--- src/b2da_pkg.sv ---
`timescale 1ns / 1ps
// ----------------------------------------------------------------------------
// b2da_pkg
// Shared types, constants and the decimal place split for the binary to
// decimal ASCII converter.
// ----------------------------------------------------------------------------
package b2da_pkg;

  localparam int unsigned NUM_PLACES = 5;
  localparam int unsigned IDX_W      = $clog2(NUM_PLACES);

  localparam logic [15:0] WEIGHT_10000 = 16'd10000;
  localparam logic [15:0] WEIGHT_1000  = 16'd1000;
  localparam logic [15:0] WEIGHT_100   = 16'd100;
  localparam logic [15:0] WEIGHT_10    = 16'd10;

  localparam logic [IDX_W-1:0] UNITS_IDX = IDX_W'(NUM_PLACES - 1);

  // '0' is 6'b11_0000, so a digit 0..9 fills the low four bits
  localparam logic [1:0] ASCII_DIGIT_HI = 2'b11;

  typedef logic [3:0] digit_t;

  typedef struct packed {
    digit_t        digit;
    logic [15:0]   rem;
  } split_t;

  typedef struct packed {
    logic [NUM_PLACES-1:0][3:0] digits;
    logic [IDX_W-1:0]           first;
  } dec_word_t;

  // Quotient and remainder by one decimal weight, by parallel compares
  function automatic split_t split_place(input logic [15:0] rest,
                                         input logic [15:0] weight);
    split_t      res;
    logic [19:0] mult;
    res.digit = '0;
    res.rem   = rest;
    for (int k = 1; k <= 9; k++) begin
      mult = 20'(k) * {4'b0, weight};
      if ({4'b0, rest} >= mult) begin
        res.digit = 4'(k);
        res.rem   = rest - mult[15:0];
      end
    end
    return res;
  endfunction

endpackage

--- src/b2da_serializer.sv ---
`timescale 1ns / 1ps
// ----------------------------------------------------------------------------
// b2da_serializer
// Holds one converted number and sends its digits as ASCII, one per
// transfer, from the first significant digit down to the units digit.
// ----------------------------------------------------------------------------
module b2da_serializer (
  input  logic                clk,
  input  logic                rst_n,
  input  logic                load_valid,
  input  b2da_pkg::dec_word_t load_word,
  output logic                load_ready,
  output logic                out_valid,
  input  logic                out_stall,
  output logic [5:0]          out_digit_char,
  output logic                out_last
);
  import b2da_pkg::*;

  logic                       active_r, active_nxt;
  logic [IDX_W-1:0]           idx_r, idx_nxt;
  logic [NUM_PLACES-1:0][3:0] digits_r, digits_nxt;
  logic                       at_units;
  logic                       done;

  assign at_units   = (idx_r == UNITS_IDX);
  assign done       = active_r && !out_stall && at_units;
  assign load_ready = !active_r || done;

  always_comb begin
    active_nxt = active_r;
    idx_nxt    = idx_r;
    digits_nxt = digits_r;
    if (active_r && !out_stall) begin
      if (at_units) begin
        active_nxt = 1'b0;
      end else begin
        idx_nxt = idx_r + 1'b1;
      end
    end
    if (load_valid && load_ready) begin
      active_nxt = 1'b1;
      idx_nxt    = load_word.first;
      digits_nxt = load_word.digits;
    end
  end

  always_ff @(posedge clk) begin
    if (!rst_n) begin
      active_r <= 1'b0;
      idx_r    <= '0;
    end else begin
      active_r <= active_nxt;
      idx_r    <= idx_nxt;
    end
    digits_r <= digits_nxt;
  end

  assign out_valid      = active_r;
  assign out_digit_char = {ASCII_DIGIT_HI, digits_r[idx_r]};
  assign out_last       = at_units;

endmodule

--- src/binary_to_decimal_ascii.sv ---
`timescale 1ns / 1ps
// ----------------------------------------------------------------------------
// binary_to_decimal_ascii
// Unsigned 16-bit binary to decimal ASCII text, leading zeros suppressed.
// ----------------------------------------------------------------------------
// Each accepted value passes a four-stage conversion pipeline (ten-thousands,
// thousands, hundreds, then tens and units with the first significant digit)
// and is then loaded into the output serializer, which shows its first
// character from the load on. Characters leave one per cycle while out_stall
// is low, and a value of n decimal digits (one to five) gives n characters
// on the single-character output port. The pipe can accept new values while
// the serializer is still sending an earlier one. The next value is loaded in
// the cycle its predecessor's units digit is transferred, so runs follow each
// other without a gap when a value is waiting. out_last marks the units digit.
// The block has no configuration and no state beyond the pipe and the
// serializer.
// ----------------------------------------------------------------------------
module binary_to_decimal_ascii (
  input  logic        clk,
  input  logic        rst_n,
  input  logic        in_valid,
  output logic        in_stall,
  input  logic [15:0] in_value,
  output logic        out_valid,
  input  logic        out_stall,
  output logic [5:0]  out_digit_char,
  output logic        out_last
);
  import b2da_pkg::*;

  logic        s1_v_r, s2_v_r, s3_v_r, s4_v_r;
  logic        s1_rdy, s2_rdy, s3_rdy, s4_rdy, ser_rdy;

  logic [3:0]  s1_d0_r;
  logic [13:0] s1_rest_r;
  logic [3:0]  s2_d0_r, s2_d1_r;
  logic [9:0]  s2_rest_r;
  logic [3:0]  s3_d0_r, s3_d1_r, s3_d2_r;
  logic [6:0]  s3_rest_r;
  dec_word_t   s4_word_r, s4_word_nxt;

  split_t      sp1, sp2, sp3, sp4;

  assign s4_rdy   = !s4_v_r || ser_rdy;
  assign s3_rdy   = !s3_v_r || s4_rdy;
  assign s2_rdy   = !s2_v_r || s3_rdy;
  assign s1_rdy   = !s1_v_r || s2_rdy;
  assign in_stall = !s1_rdy;

  assign sp1 = split_place(in_value, WEIGHT_10000);
  assign sp2 = split_place({2'b0, s1_rest_r}, WEIGHT_1000);
  assign sp3 = split_place({6'b0, s2_rest_r}, WEIGHT_100);
  assign sp4 = split_place({9'b0, s3_rest_r}, WEIGHT_10);

  always_comb begin
    s4_word_nxt.digits = {sp4.rem[3:0], sp4.digit, s3_d2_r, s3_d1_r, s3_d0_r};
    if (s3_d0_r != '0) begin
      s4_word_nxt.first = IDX_W'(0);
    end else if (s3_d1_r != '0) begin
      s4_word_nxt.first = IDX_W'(1);
    end else if (s3_d2_r != '0) begin
      s4_word_nxt.first = IDX_W'(2);
    end else if (sp4.digit != '0) begin
      s4_word_nxt.first = IDX_W'(3);
    end else begin
      s4_word_nxt.first = UNITS_IDX;
    end
  end

  always_ff @(posedge clk) begin
    if (!rst_n) begin
      s1_v_r <= 1'b0;
      s2_v_r <= 1'b0;
      s3_v_r <= 1'b0;
      s4_v_r <= 1'b0;
    end else begin
      if (s1_rdy) s1_v_r <= in_valid;
      if (s2_rdy) s2_v_r <= s1_v_r;
      if (s3_rdy) s3_v_r <= s2_v_r;
      if (s4_rdy) s4_v_r <= s3_v_r;
    end
  end

  always_ff @(posedge clk) begin
    if (s1_rdy) begin
      s1_d0_r   <= sp1.digit;
      s1_rest_r <= sp1.rem[13:0];
    end
    if (s2_rdy) begin
      s2_d0_r   <= s1_d0_r;
      s2_d1_r   <= sp2.digit;
      s2_rest_r <= sp2.rem[9:0];
    end
    if (s3_rdy) begin
      s3_d0_r   <= s2_d0_r;
      s3_d1_r   <= s2_d1_r;
      s3_d2_r   <= sp3.digit;
      s3_rest_r <= sp3.rem[6:0];
    end
    if (s4_rdy) begin
      s4_word_r <= s4_word_nxt;
    end
  end

  b2da_serializer u_ser (
    .clk            (clk),
    .rst_n          (rst_n),
    .load_valid     (s4_v_r),
    .load_word      (s4_word_r),
    .load_ready     (ser_rdy),
    .out_valid      (out_valid),
    .out_stall      (out_stall),
    .out_digit_char (out_digit_char),
    .out_last       (out_last)
  );

  a_run_continues: assert property (@(posedge clk) disable iff (!rst_n)
    out_valid && !out_stall && !out_last |=> out_valid)
    else $error("run ended before the units digit");

  a_digit_range: assert property (@(posedge clk) disable iff (!rst_n)
    out_valid |-> (out_digit_char >= 6'd48) && (out_digit_char <= 6'd57))
    else $error("character outside the decimal digits");

  a_stage4_hold: assert property (@(posedge clk) disable iff (!rst_n)
    s4_v_r && !ser_rdy |=> s4_v_r && $stable(s4_word_r))
    else $error("held word lost at the serializer boundary");

endmodule
--- config.mk ---
export PLATFORM = sky130hd
export DESIGN_NAME = binary_to_decimal_ascii
export DESIGN_NICKNAME = d
export VERILOG_FILES = /design/src/b2da_pkg.sv /design/src/b2da_serializer.sv /design/src/binary_to_decimal_ascii.sv
export SDC_FILE = /design/constraint.sdc
export NUM_CORES = 1
export LEC_CHECK = 0
export ABC_CLOCK_PERIOD_IN_PS = 2700
export BUFFER_PORTS_ARGS = -buffer_cell sky130_fd_sc_hd__buf_2
export CAP_MARGIN = 10
export CORE_ASPECT_RATIO = 1.25
export CORE_MARGIN = 3
export CORE_UTILIZATION = 43
export DETAILED_ROUTE_END_ITERATION = 10
export PLACE_DENSITY = 0.62
export SYNTH_ARGS = -nofsm -noshare
export SYNTH_HDL_FRONTEND = slang
export SYNTH_SLANG_ARGS = --single-unit
--- constraint.sdc ---
create_clock -name clk -period 2.7 [get_ports clk]
set_input_delay 0.405 -clock clk [delete_from_list [all_inputs] [get_ports clk]]
set_output_delay 0.405 -clock clk [all_outputs]
set_load 0.1 [all_outputs]
==> flow_metrics.env <==
export IMPL_ys_seq_elements=101
export IMPL_end_kind="flop"
export IMPL_report_final_setup_viol=0
export IMPL_finalWeightedCongestion=0.9283
export IMPL_initial_utilization_pct=44.03
export IMPL_drive_gt1_share_pct=25.22
export IMPL_cp_top_family="compound AO/OA/AOI/OAI gates"
export IMPL_antenna_cells=0
export IMPL_drt_iter0_markers=621
export IMPL_timing_final_crit_share_pct=96.31
export IMPL_vias_per_cell=5.928
export IMPL_rsz0062_at_grt="false"
export IMPL_finalHoldViolations=0
export IMPL_cts_tree="built"
export IMPL_synthArstFlopShare_pct=0
export IMPL_portBuffers=26
export IMPL_synth_top_flop_cell="edfxtp_1"
export IMPL_slowest_stage="or4b_1"
export IMPL_clock_latency_ns=0.35
export IMPL_reg2reg_to="s3_rest_r[3]$_DFFE_PP_"
export IMPL_ant_nets=0
export IMPL_cp_arrival_ns=2.69
export IMPL_status="complete, no violations"
export IMPL_r2r_start="s2_rest_r[4]$_DFFE_PP_"
export IMPL_fin_hold_ws_ns=0.2678
export IMPL_ctsRootBufferMaster="clkbuf_16"
export IMPL_p_per_area_mw_per_mm2=802.0
export IMPL_p_total_uw=7884
export IMPL_max_freq_mhz=384.6
export IMPL_grtUsageTotal_pct=22.26
export IMPL_design_core_area_mm2=0.01817
export IMPL_path_max_fanout=5
export IMPL_worstPathCellList="inv_1 > ha_1 > or4b_1 > a211oi_4 > buf_4 > a21oi_1 > o31a_1 > o22ai_1 > o22ai_1"
export IMPL_worst_path_buf_inv=2
export IMPL_syn_area_mm2=0.007999
export IMPL_final_nets=1088
export IMPL_cts_made_buffers=9
export IMPL_fp_row_count=55
export IMPL_maxCapViolCount=0
export IMPL_wirelength_mm=22.68
export IMPL_holdPathStages=1
export IMPL_ios=29
export IMPL_antenna_found_initial=0
export IMPL_die_w_um=128.0
export IMPL_grt_pass1_wl_mm=36.34
export IMPL_p_leak_uw=0.004061
export IMPL_postSynthCellCount=865
export IMPL_routedWlPerCell_um=18.25
export IMPL_vias=7369
export IMPL_overflow=0
export IMPL_grt_start_max_net_pins=23
export IMPL_ys_warn_count=0
export IMPL_mostFrequentLayoutCell="buf_4"
export IMPL_worstMarginPinSlew_ns=0.6277
export IMPL_die_h_um=158.5
export IMPL_period_minus_slack_ns=2.600
export IMPL_areaGrowthSynthToFinish_pct=22.88
export IMPL_clock_skew_ns=0.01169
export IMPL_hold_class="in -> reg"
export IMPL_crit_type="reg -> reg"
export IMPL_crit_top_cell="o22ai_1"
export IMPL_hpwl_mm=17.63
export IMPL_clkTransAtPathRegs_ns=0.08
export IMPL_synth_edf_count=93
export IMPL_critical_path_required_ns=2.79
export IMPL_vdd_drop_max_v=0.0006994
export IMPL_ys_seq_area_share_pct=36.92
export IMPL_clockBufferDepth=2
export IMPL_min_from="in_value[1]"
export IMPL_dieArea_mm2=0.02029
export IMPL_syn_avg_cell_area_um2=9.247
export IMPL_firstDrtPassIters=6
export IMPL_final_cell_mix="buf_4, edfxtp_1, nand2_1"
export IMPL_cts_sinks=101
export IMPL_yosysUniqueCellTypes=95
export IMPL_cp_start_kind="flop"
export IMPL_timing_reg2reg_setup_slack_ns=0.1
export IMPL_drc=0
export IMPL_hold_buffers=0
export IMPL_max_slew_margin_rel_pct=57.78
export IMPL_fillers=1673
export IMPL_first_global_vias=7122
export IMPL_max_stage_delay_ns=0.55
export IMPL_drv_slew=0
export IMPL_htree_num_levels=3
export IMPL_min_to="s1_rest_r[1]$_DFFE_PN_"
export IMPL_r2r_cells=9
how the worst max path moves through the flow:
stage | start | end | slack, ns | depth (start not counted)
floorplan | u_ser.idx_r[0]$_SDFFE_PN0P_ | out_digit_char[0] | -0.01 | 4
global placement | in_value[7] | s1_rest_r[6]$_DFFE_PN_ | -0.08 | 10
detailed placement | in_value[7] | s1_rest_r[6]$_DFFE_PN_ | -0.12 | 10
CTS | s1_rest_r[4]$_DFFE_PN_ | s2_rest_r[8]$_DFFE_PP_ | 0.01 | 12
global route | s1_rest_r[4]$_DFFE_PN_ | s2_rest_r[5]$_DFFE_PP_ | 0.002 | 10
finish | s2_rest_r[4]$_DFFE_PP_ | s3_rest_r[3]$_DFFE_PP_ | 0.1 | 9
worst reg2reg max path, cell delays in order, from the launching register on:
cell and delay, ns:
edfxtp_1 0.40, inv_1 0.09, ha_1 0.15, or4b_1 0.55
a211oi_4 0.39, buf_4 0.19, a21oi_1 0.04, o31a_1 0.25
o22ai_1 0.18, o22ai_1 0.11
repair_timing:
action,CTS,global route
hold endpoints to repair,0,0
setup buffers,0,4
setup endpoints to repair,0,13
resized for setup,0,20
synthesized netlist by cell type, drive strengths merged, types with 7 or more instances:
library cell	number	area, um^2
a211oi	16	135.1
buf	14	87.58
a21oi	61	309.1
nand3	34	170.2
a31oi	12	75.07
a211o	8	70.07
inv	46	172.7
o211ai	12	90.09
nand2b	8	50.05
o22ai	8	50.05
o21a	14	105.1
nand4	7	43.79
o21ai	56	287.8
clkbuf	36	135.1
a21o	19	142.6
nand2	67	251.5
nor4	15	130.1
and2	11	68.82
or3	10	62.56
and3	16	100.1
dfxtp	8	160.2
mux2i	7	70.07
a21boi	8	60.05
edfxtp	93	2793
ha	58	725.7
nor2	60	227.7
nor3	15	75.07
xnor2	20	175.2
stage by stage:
| step | area, um^2 | worst slack (ns) | setup TNS [ns] | utilization, % | instances |
|---|---|---|---|---|---|
| detailed placement | 9405 | -0.1208 | -0.2383 | 51.77 | 1223 |
| floorplan | 8025 | -0.01419 | -0.01419 | - | 866 |
| finish | 9829 | 0.09964 | 0 | 54.10 | 1243 |
| global placement | 9405 | -0.07522 | -0.1929 | 51.77 | 1223 |
| global route | 9829 | 0.002049 | 0 | 54.10 | 1243 |
| CTS | 9722 | 0.01085 | 0 | 53.51 | 1239 |
layer usage:
layer | track usage, % | part of all wire (%) | vias to the layer above | wire [um]
met5 | 0 | 0 | - | 0
met4 | 9.252 | 3.5 | 0 | 791
met3 | 2.987 | 4.3 | 60 | 977
met2 | 40.11 | 52 | 253 | 11700
met1 | 26.66 | 41 | 3469 | 9210
li1 | - | - | 3587 | -
area by class of cell:
cell class                 instances  area (um^2)  share of cell area (%)
sequential                       101         2954                   30.05
tap                              228        285.3                   2.902
clock buffer                       9        225.2                   2.291
multi-input combinational        668         4745                   48.27
timing repair buffer             183         1349                   13.72
inverter                          47        180.2                   1.833
clock inverter                     7        91.34                  0.9292
power breakdown:
part | internal, uW | switching (uW)
logic | 1860 | 2270
clock network | 670 | 638
registers | 2170 | 275
total | 4700 | 3180
flip-flops by register name, indices dropped and copies added, names as in the netlist, 3 cells and up:
| signal | flops |
|---|---|
| s3_d2_r | 4 |
| s1_d0_r | 3 |
| s1_rest_r | 14 |
| s2_d1_r | 4 |
| s2_rest_r | 10 |
| s4_word_r | 22 |
| u_ser.idx_r | 3 |
| s3_rest_r | 7 |
| u_ser.digits_r | 19 |
| s3_d0_r | 3 |
| s2_d0_r | 3 |
| s3_d1_r | 4 |
cell families after synthesis:
logic type	synth area share [%]
AOI/OAI and AO/OA	26.39
xor gates and xnor gates	2.847
adders and majority gates	9.072
buffers and inverters	4.990
DFF	36.92
muxes	2.002
other	0.04688
and+or+nand+nor	17.74
No activity file was read; power rests on OpenSTA's default activity.
